## config.mk

```make
export PLATFORM = sky130hd
export DESIGN_NAME = tilt_to_stick_command_mapper_flat
export DESIGN_NICKNAME = d
export VERILOG_FILES = /design/src/rtl/tsc_pkg.sv /design/src/rtl/tsc_intf.sv /design/src/rtl/tsc_prep.sv /design/src/rtl/tsc_cell.sv /design/src/rtl/tsc_finish.sv /design/src/rtl/tilt_to_stick_command_mapper.sv /design/src/flat_wrapper.sv
export VERILOG_INCLUDE_DIRS = /design/src /design/src/rtl
export SDC_FILE = /design/constraint.sdc
export NUM_CORES = 2
export LEC_CHECK = 0
export BUFFER_PORTS_ARGS = -buffer_cell sky130_fd_sc_hd__buf_2
export CORE_ASPECT_RATIO = 1.4
export CORE_MARGIN = 1
export CORE_UTILIZATION = 47
export DETAILED_ROUTE_END_ITERATION = 10
export PLACE_DENSITY = 0.62
export SLEW_MARGIN = 25
export SYNTH_ARGS = -nofsm -noshare
export SYNTH_HDL_FRONTEND = slang
export SYNTH_SLANG_ARGS = --single-unit
```

## constraint.sdc

```tcl
create_clock -name clk -period 32.2 [get_ports clk]
set_input_delay 6.44 -clock clk [delete_from_list [all_inputs] [get_ports clk]]
set_output_delay 6.44 -clock clk [all_outputs]
set_load 0.01 [all_outputs]
```

## src/rtl/tilt_to_stick_command_mapper_macros.svh

```systemverilog
// assertion helpers used by the top-level mapper
`ifndef TILT_TO_STICK_COMMAND_MAPPER_MACROS_SVH
`define TILT_TO_STICK_COMMAND_MAPPER_MACROS_SVH

// same-cycle implication, checked out of reset
`define TSC_ASSERT_NOW(label, clk, rst, ante, cons) \
  label: assert property (@(posedge clk) disable iff (rst) (ante) |-> (cons)) \
    else $error("tsc check failed");

// next-cycle implication, checked out of reset
`define TSC_ASSERT_NEXT(label, clk, rst, ante, cons) \
  label: assert property (@(posedge clk) disable iff (rst) (ante) |=> (cons)) \
    else $error("tsc check failed");

`endif

```

## src/rtl/tsc_pkg.sv

```systemverilog
package tsc_pkg;

  localparam int Q_W   = 8;
  localparam int REM_W = 26;
  localparam int DSH_W = 24;
  localparam int NCELL = Q_W;

  localparam logic [REM_W-1:0] SCALE2       = REM_W'(200);
  localparam logic [14:0]      TILT_FLOOR   = 15'd100;
  localparam logic [18:0]      YAW_DEADBAND = 19'd500;
  localparam logic [REM_W-1:0] YAW_FULL     = REM_W'(6000);
  localparam logic [DSH_W-1:0] YAW_DSH      = DSH_W'(6000 * 2 * (1 << (Q_W - 1)));
  localparam logic [6:0]       CMD_LIMIT    = 7'd100;

  localparam logic REG_DEADZONE = 1'b0;
  localparam logic REG_MAX_TILT = 1'b1;

  typedef enum logic [2:0] {
    HEAD_HOVER    = 3'd0,
    HEAD_FORWARD  = 3'd1,
    HEAD_BACKWARD = 3'd2,
    HEAD_LEFT     = 3'd3,
    HEAD_RIGHT    = 3'd4
  } heading_t;

  typedef struct packed {
    logic             zero;
    logic             neg;
    logic [REM_W-1:0] rem;
    logic [DSH_W-1:0] dsh;
    logic [Q_W-1:0]   q;
  } lane_t;

  typedef struct packed {
    lane_t pitch;
    lane_t roll;
    lane_t yaw;
  } axes_t;

  typedef struct packed {
    logic signed [7:0] pitch_cmd;
    logic signed [7:0] roll_cmd;
    logic signed [7:0] yaw_cmd;
    heading_t          heading;
    logic              neutral;
  } result_t;

  // one restoring division step
  function automatic lane_t lane_step(lane_t l);
    lane_t s;
    logic  ge;
    ge    = l.rem >= REM_W'(l.dsh);
    s     = l;
    if (ge) begin
      s.rem = l.rem - REM_W'(l.dsh);
    end
    s.dsh = l.dsh >> 1;
    s.q   = {l.q[Q_W-2:0], ge};
    return s;
  endfunction

  // saturated magnitude after the last step
  function automatic logic [6:0] lane_mag(lane_t l);
    logic [6:0] m;
    if (l.zero) begin
      m = 7'd0;
    end else if (l.q[Q_W-1] || (l.q[6:0] > CMD_LIMIT)) begin
      m = CMD_LIMIT;
    end else begin
      m = l.q[6:0];
    end
    return m;
  endfunction

endpackage

```

## src/rtl/tsc_intf.sv

```systemverilog
interface tsc_sample_if;
  logic               valid;
  logic               ready;
  logic signed [15:0] pitch_cdeg;
  logic signed [15:0] roll_cdeg;
  logic signed [18:0] yaw_rate_cdps;

  modport source(output valid, output pitch_cdeg, output roll_cdeg, output yaw_rate_cdps,
                 input ready);
  modport sink(input valid, input pitch_cdeg, input roll_cdeg, input yaw_rate_cdps,
               output ready);
endinterface

interface tsc_cmd_if;
  logic              valid;
  logic              ready;
  logic signed [7:0] pitch_cmd;
  logic signed [7:0] roll_cmd;
  logic signed [7:0] yaw_cmd;
  logic [2:0]        heading_class;
  logic              is_neutral;

  modport source(output valid, output pitch_cmd, output roll_cmd, output yaw_cmd,
                 output heading_class, output is_neutral, input ready);
  modport sink(input valid, input pitch_cmd, input roll_cmd, input yaw_cmd,
               input heading_class, input is_neutral, output ready);
endinterface

```

## src/rtl/tsc_prep.sv

```systemverilog
module tsc_prep (
  input  logic signed [15:0] pitch_cdeg,
  input  logic signed [15:0] roll_cdeg,
  input  logic signed [18:0] yaw_rate_cdps,
  input  logic [14:0]        deadzone_cdeg,
  input  logic [14:0]        max_tilt_cdeg,
  output tsc_pkg::axes_t     axes
);
  import tsc_pkg::*;

  logic [14:0] m;
  logic [15:0] pmag;
  logic [15:0] rmag;
  logic [18:0] ymag;

  assign m    = (max_tilt_cdeg < TILT_FLOOR) ? TILT_FLOOR : max_tilt_cdeg;
  assign pmag = pitch_cdeg[15] ? (~pitch_cdeg + 16'd1) : pitch_cdeg;
  assign rmag = roll_cdeg[15] ? (~roll_cdeg + 16'd1) : roll_cdeg;
  assign ymag = yaw_rate_cdps[18] ? (~yaw_rate_cdps + 19'd1) : yaw_rate_cdps;

  always_comb begin
    axes.pitch.zero = (pmag < {1'b0, deadzone_cdeg}) || (pmag == 16'd0);
    axes.pitch.neg  = pitch_cdeg[15];
    axes.pitch.rem  = REM_W'(pmag) * SCALE2 + REM_W'(m);
    axes.pitch.dsh  = DSH_W'({m, 1'b0, {(Q_W - 1){1'b0}}});
    axes.pitch.q    = '0;

    axes.roll.zero  = (rmag < {1'b0, deadzone_cdeg}) || (rmag == 16'd0);
    axes.roll.neg   = roll_cdeg[15];
    axes.roll.rem   = REM_W'(rmag) * SCALE2 + REM_W'(m);
    axes.roll.dsh   = DSH_W'({m, 1'b0, {(Q_W - 1){1'b0}}});
    axes.roll.q     = '0;

    axes.yaw.zero   = ymag < YAW_DEADBAND;
    axes.yaw.neg    = yaw_rate_cdps[18];
    axes.yaw.rem    = REM_W'(ymag) * SCALE2 + YAW_FULL;
    axes.yaw.dsh    = YAW_DSH;
    axes.yaw.q      = '0;
  end
endmodule

```

## src/rtl/tsc_cell.sv

```systemverilog
module tsc_cell (
  input  logic           clk,
  input  logic           rst,
  input  tsc_pkg::axes_t up_data,
  input  logic           up_valid,
  output logic           up_ready,
  output tsc_pkg::axes_t down_data,
  output logic           down_valid,
  input  logic           down_ready
);
  import tsc_pkg::*;

  axes_t data;
  logic  valid;

  assign up_ready = ~valid | down_ready;

  always_ff @(posedge clk) begin
    if (rst) begin
      valid <= 1'b0;
    end else if (up_ready) begin
      valid <= up_valid;
    end
  end

  always_ff @(posedge clk) begin
    if (up_ready && up_valid) begin
      data <= up_data;
    end
  end

  assign down_valid      = valid;
  assign down_data.pitch = lane_step(data.pitch);
  assign down_data.roll  = lane_step(data.roll);
  assign down_data.yaw   = lane_step(data.yaw);
endmodule

```

## src/rtl/tsc_finish.sv

```systemverilog
module tsc_finish (
  input  tsc_pkg::axes_t   axes,
  output tsc_pkg::result_t res
);
  import tsc_pkg::*;

  logic [6:0] ap;
  logic [6:0] ar;
  logic [6:0] ay;

  assign ap = lane_mag(axes.pitch);
  assign ar = lane_mag(axes.roll);
  assign ay = lane_mag(axes.yaw);

  always_comb begin
    res.pitch_cmd = axes.pitch.neg ? -$signed({1'b0, ap}) : $signed({1'b0, ap});
    res.roll_cmd  = axes.roll.neg ? -$signed({1'b0, ar}) : $signed({1'b0, ar});
    res.yaw_cmd   = axes.yaw.neg ? -$signed({1'b0, ay}) : $signed({1'b0, ay});
    res.neutral   = (ap == 7'd0) && (ar == 7'd0);
    if (res.neutral) begin
      res.heading = HEAD_HOVER;
    end else if (ap >= ar) begin
      res.heading = axes.pitch.neg ? HEAD_BACKWARD : HEAD_FORWARD;
    end else begin
      res.heading = axes.roll.neg ? HEAD_LEFT : HEAD_RIGHT;
    end
  end
endmodule

```

## src/rtl/tilt_to_stick_command_mapper.sv

```systemverilog
// Maps one attitude sample per beat to pitch, roll and yaw stick commands in percent
// plus a heading class. Fully pipelined: a new sample is taken every cycle while the
// output is not stalled. Each accepted sample loads the first of eight cells of a
// restoring divider chain, one cell per quotient bit, and the last cell feeds the
// output register. Back-pressure ripples back only through occupied cells. The user
// must write the deadzone and maximum tilt registers through the plain write port
// only while no sample is in flight; the block itself does not enforce this.
`include "tilt_to_stick_command_mapper_macros.svh"

module tilt_to_stick_command_mapper (
  input  logic        clk,
  input  logic        rst,
  input  logic        cfg_we,
  input  logic        cfg_index,
  input  logic [14:0] cfg_wdata,
  tsc_sample_if.sink  sample,
  tsc_cmd_if.source   command
);
  import tsc_pkg::*;

  logic [14:0] deadzone_cdeg;
  logic [14:0] max_tilt_cdeg;

  axes_t   chain_data  [0:NCELL];
  logic    chain_valid [0:NCELL];
  logic    chain_ready [0:NCELL];
  result_t res;
  result_t out_data;
  logic    out_valid;

  always_ff @(posedge clk) begin
    if (rst) begin
      deadzone_cdeg <= 15'd500;
      max_tilt_cdeg <= 15'd3000;
    end else if (cfg_we) begin
      unique case (cfg_index)
        REG_DEADZONE: deadzone_cdeg <= cfg_wdata;
        REG_MAX_TILT: max_tilt_cdeg <= cfg_wdata;
      endcase
    end
  end

  tsc_prep u_prep (
    .pitch_cdeg    (sample.pitch_cdeg),
    .roll_cdeg     (sample.roll_cdeg),
    .yaw_rate_cdps (sample.yaw_rate_cdps),
    .deadzone_cdeg (deadzone_cdeg),
    .max_tilt_cdeg (max_tilt_cdeg),
    .axes          (chain_data[0])
  );

  assign chain_valid[0] = sample.valid;
  assign sample.ready   = chain_ready[0];

  for (genvar k = 0; k < NCELL; k++) begin : g_cell
    tsc_cell u_cell (
      .clk        (clk),
      .rst        (rst),
      .up_data    (chain_data[k]),
      .up_valid   (chain_valid[k]),
      .up_ready   (chain_ready[k]),
      .down_data  (chain_data[k+1]),
      .down_valid (chain_valid[k+1]),
      .down_ready (chain_ready[k+1])
    );
  end

  tsc_finish u_finish (
    .axes (chain_data[NCELL]),
    .res  (res)
  );

  assign chain_ready[NCELL] = ~out_valid | command.ready;

  always_ff @(posedge clk) begin
    if (rst) begin
      out_valid <= 1'b0;
    end else if (chain_ready[NCELL]) begin
      out_valid <= chain_valid[NCELL];
    end
  end

  always_ff @(posedge clk) begin
    if (chain_ready[NCELL] && chain_valid[NCELL]) begin
      out_data <= res;
    end
  end

  assign command.valid         = out_valid;
  assign command.pitch_cmd     = out_data.pitch_cmd;
  assign command.roll_cmd      = out_data.roll_cmd;
  assign command.yaw_cmd       = out_data.yaw_cmd;
  assign command.heading_class = out_data.heading;
  assign command.is_neutral    = out_data.neutral;

  // intake only stalls behind a held result
  `TSC_ASSERT_NOW(a_stall_source, clk, rst, !sample.ready, command.valid && !command.ready)
  `TSC_ASSERT_NOW(a_neutral_match, clk, rst, command.valid,
    command.is_neutral == ((command.pitch_cmd == 8'sd0) && (command.roll_cmd == 8'sd0)))
  `TSC_ASSERT_NOW(a_hover_neutral, clk, rst, command.valid,
    (command.heading_class == HEAD_HOVER) == command.is_neutral)
  `TSC_ASSERT_NEXT(a_yaw_bound, clk, rst, chain_ready[NCELL] && chain_valid[NCELL],
    (command.yaw_cmd <= 8'sd100) && (command.yaw_cmd >= -8'sd100))
endmodule
```

## src/flat_wrapper.sv

```systemverilog
// flat-port wrapper written by rule: the top's interface ports become plain ports
module tilt_to_stick_command_mapper_flat import tsc_pkg::*;
  (clk, rst, cfg_we, cfg_index, cfg_wdata, sample_valid, sample_pitch_cdeg, sample_roll_cdeg, sample_yaw_rate_cdps, sample_ready, command_valid, command_pitch_cmd, command_roll_cmd, command_yaw_cmd, command_heading_class, command_is_neutral, command_ready);
  tsc_sample_if sample_i ();
  tsc_cmd_if command_i ();
  input  logic clk;
  input  logic rst;
  input  logic cfg_we;
  input  logic cfg_index;
  input  logic [14:0] cfg_wdata;
  input wire logic [$bits(sample_i.valid)-1:0] sample_valid;
  input wire logic [$bits(sample_i.pitch_cdeg)-1:0] sample_pitch_cdeg;
  input wire logic [$bits(sample_i.roll_cdeg)-1:0] sample_roll_cdeg;
  input wire logic [$bits(sample_i.yaw_rate_cdps)-1:0] sample_yaw_rate_cdps;
  output wire logic [$bits(sample_i.ready)-1:0] sample_ready;
  output wire logic [$bits(command_i.valid)-1:0] command_valid;
  output wire logic [$bits(command_i.pitch_cmd)-1:0] command_pitch_cmd;
  output wire logic [$bits(command_i.roll_cmd)-1:0] command_roll_cmd;
  output wire logic [$bits(command_i.yaw_cmd)-1:0] command_yaw_cmd;
  output wire logic [$bits(command_i.heading_class)-1:0] command_heading_class;
  output wire logic [$bits(command_i.is_neutral)-1:0] command_is_neutral;
  input wire logic [$bits(command_i.ready)-1:0] command_ready;
  assign sample_i.valid = sample_valid;
  assign sample_i.pitch_cdeg = sample_pitch_cdeg;
  assign sample_i.roll_cdeg = sample_roll_cdeg;
  assign sample_i.yaw_rate_cdps = sample_yaw_rate_cdps;
  assign sample_ready = sample_i.ready;
  assign command_valid = command_i.valid;
  assign command_pitch_cmd = command_i.pitch_cmd;
  assign command_roll_cmd = command_i.roll_cmd;
  assign command_yaw_cmd = command_i.yaw_cmd;
  assign command_heading_class = command_i.heading_class;
  assign command_is_neutral = command_i.is_neutral;
  assign command_i.ready = command_ready;
  tilt_to_stick_command_mapper u_core (.clk(clk), .rst(rst), .cfg_we(cfg_we), .cfg_index(cfg_index), .cfg_wdata(cfg_wdata), .sample(sample_i), .command(command_i));
endmodule
```

==> reports/results.tsv <==
stage	metric	value	unit
global_routing	largest net degree at the start of global routing	92	
sta	Clock Skew	0.0324	ns
global_routing	first-pass GRT wire length	179000	um
global_routing	vias in the first global route	35400	
die	DIE AREA	0.115	mm^2
setup_path	Setup crit start kind	primary input	
setup_path	crit path launch	command_ready	
setup_path	CP Data Arrival Time	8.73	ns
sta	fin. max-slew vios	0	
die	Die X	287	um
setup_path	Critical Path RT	25.76	ns
yosys	Mapped Cells	4933	
placement	dpl hpwl	90200	um
sta	Fin Setup TNS	0	ns
route	Final ANT Viol Nets	0	
power	Pwr Total	0.00362	W
route	drt drc	0	
yosys	ys async rst share	0	%
yosys	Synth Warn #	0	
die	# rows	146	
route	drt total wl	112000	um
worst_hold_path	worst hold path type	reg2reg	
sta	Final min period	15.17	ns
cts	Post-CTS Resized	0	
layout	ANT cells	0	
setup_path	FF-to-FF setup slack	27.51	ns
layout	layout cells sized above 1	7.13	%
layout	Finished Layout Cells	6612	
cts	clk root buf	clkbuf_16	
route	Vias/cell	5.30	
power	Pleak	23.1	nW
cts	hold_buf cts	0	
cts	TritonCTS clock tree	built	
setup_path	r2r endpoint	u_core.command.heading_class[1]$_SDFFCE_PP0P_	
sta	period utilization	47.1	%
sta	final hold vios	0	
setup_path	crit path max fanout	6	
power	Peak supply drop	0.0000401	V
sta	Slew headroom	33.8	%
die	Initial Utilization	47.3	%
global_routing	GRT Residual Overflow	0	
route	via count	35100	
yosys	EDFF count, synth	830	
yosys	Mapped Nets	5551	
sta	unrepaired setup endpoints after global routing	no	
yosys	sequential share of the synthesized area	48.0	%
yosys	synth unique cells	95	
setup_path	kind of critical path	in2out	
cts	Clock Sinks	869	
run	maxcap violations	0	
power	pwr dens	61.6	mW/mm^2
placement	placed cells	6452	
route	average wire per standard cell	16.9	um
setup_path	R2R depth	21	
worst_hold_path	Hold Path End	u_core.g_cell[3].u_cell.down_data[59]$_DFFE_PP_	
cts	clk slew on worst S/H paths	0.06	ns
layout	Area Growth Syn to Fin	9.68	%
sta	Worst Tran Pin Value	0.993	ns
yosys	Syn Std Cell Area	0.0535	mm^2
route	DR pass1 iterations	5	
cts	post-CTS setup buffer count	0	
yosys	Seq cells post-synth	869	
placement	routability cong.	0.914	
die	die height	401	um
global_routing	Total Routing Usage GR	19.5	%
layout	nets@finish	5678	
cts	Max Root-Sink Buffers	3	
yosys	synth cell count leaders	830 x edfxtp_1, 495 x ha_1, 448 x inv_1, 359 x nand2_1, 336 x nor2_1	
sta	maximum clock rate	65.9	MHz
route	DR iter-0 viols	1565	
global_routing	antenna violations before repair	0	
worst_hold_path	hold_sp	u_core.g_cell[2].u_cell.down_data[59]$_DFFE_PP_	
run_status	status	finished, final reports clean	
placement	IO Port Bufs	101	
yosys	Yosys top cell by area	edfxtp_1	
yosys	largest cells by area after synthesis	edfxtp_1 47%, ha_1 12%, xnor2_1 4.5%	
die	io pins	102	
cts	H-tree depth	3	
die	CORE AREA	0.113	mm^2
cts	latest clock arrival within the worst-skew pair	0.68	ns
yosys	ys flop type	edfxtp_1	
yosys	Synth Area per Inst	10.9	um^2
setup_path	CP Capture Type	output port	
yosys	most common cell in the netlist	edfxtp_1	
sta	final setup vio count	0	
worst_hold_path	Min-Delay Path Depth	0	
cts	number of buffers created by CTS	86	
yosys	post-synth top area share	46.6	%
setup_path	RR Startpoint	u_core.g_cell[7].u_cell.down_data[70]$_DFFE_PP_	
[stage by stage]
stage	utilization (%)	instance area, um^2	setup slack, ns	hold WS [ns]
finish	51.9	58700	17.03	0.405
global route	51.9	58700	16.83	0.406
CTS	51.9	58700	17.02	0.395
detailed placement	49.4	55800	17.04	0.405
global placement	49.4	55800	17.06	0.401
floorplan	-	53500	16.95	0.400
[how the worst max path moves through the flow]
stage,cells past startpoint,to,slack (ns)
6_report,8,sample_ready,17.03
5_1_grt,8,sample_ready,16.83
3_3_place_gp,8,sample_ready,17.06
4_1_cts,8,sample_ready,17.02
3_5_place_dp,8,sample_ready,17.04
2_1_floorplan,3,u_core.g_cell[6].u_cell.data[100]$_DFFE_PP_,16.95
[metal layers]
metal  GRT usage (%)  vias to the layer above  part of all wire (%)
li1                -                    18200                     -
met1            19.9                    16100                    38
met2            37.3                      527                    53
met3            1.97                      238                   2.3
met4            12.5                        0                   6.6
met5               0                        -                     0
[registers in the layout, summed over array words and instances, names as in the netlist]
name,flops
u_core.g_cell.u_cell.data,567
u_core.g_cell.u_cell.down_data,235
u_core.deadzone_cdeg,15
u_core.max_tilt_cdeg,15
u_core.command.pitch_cmd,8
u_core.command.roll_cmd,8
u_core.command.yaw_cmd,8
u_core.g_cell.u_cell.down_valid,8
u_core.command.heading_class,3
u_core.command.is_neutral,1
u_core.command.valid,1
[kinds of logic (layout without fill, tap and decap cells)]
kind of cell | count (synthesis) | in the layout | synth area share [%]
adders and majority gates | 546 | 546 | 13.5
AOI/OAI and AO/OA | 1019 | 1019 | 12.1
xor gates and xnor gates | 475 | 475 | 7.77
and+or+nand+nor | 1429 | 1429 | 13.5
buffers and inverters | 534 | 733 | 3.84
DFF | 869 | 869 | 48.0
muxes | 61 | 61 | 1.27
[where the power goes]
group | internal [W] | leakage (nW) | total, W | switching [W]
clock network | 0.000582 | 1.39 | 0.00101 | 0.000428
logic | 0.000521 | 13.8 | 0.00117 | 0.000651
registers | 0.00138 | 7.85 | 0.00143 | 0.0000536
[cells in the final DEF (no fill, tap or decap), types with 26 or more instances in the layout]
master | Yosys | routed
edfxtp_1 | 830 | 830
ha_1 | 495 | 495
inv_1 | 448 | 448
nand2_1 | 359 | 359
nor2_1 | 336 | 336
a21oi_1 | 284 | 283
xnor2_1 | 274 | 274
o21ai_0 | 219 | 219
xor2_1 | 201 | 201
nor3_1 | 118 | 118
a21o_1 | 109 | 109
buf_2 | 16 | 101
nand3_1 | 99 | 99
clkbuf_16 | 0 | 88
nand2b_1 | 82 | 82
nor4_1 | 62 | 62
nor2b_1 | 62 | 58
o21a_1 | 56 | 56
or3_1 | 54 | 53
fa_1 | 51 | 51
o31ai_1 | 44 | 44
nand4_1 | 42 | 42
a211oi_1 | 40 | 39
dfxtp_1 | 39 | 39
a31oi_1 | 40 | 38
mux2_2 | 38 | 38
nand3b_1 | 28 | 28
and3_1 | 28 | 28
or2_2 | 27 | 27
o211ai_1 | 26 | 26
[cell type report]
| cell class | instances | area (um^2) |
|---|---|---|
| multi-input cells | 3530 | 25900 |
| inverters | 452 | 1700 |
| well taps | 1480 | 1850 |
| fillers | 9992 | 54400 |
| flip-flops and latches | 869 | 25700 |
| clock buffers | 105 | 2280 |
| repair buffers | 121 | 667 |
| clock inverters | 55 | 604 |
[critical path, stage by stage]
cell and delay (ns):
buf_2 0.09, nor2b_1 0.26, and2_1 0.36, and3_1 0.48
nand3_1 0.17, nor2_1 0.56, nand3_1 0.18, buf_2 0.18
Power figures use the tool's default switching activity.
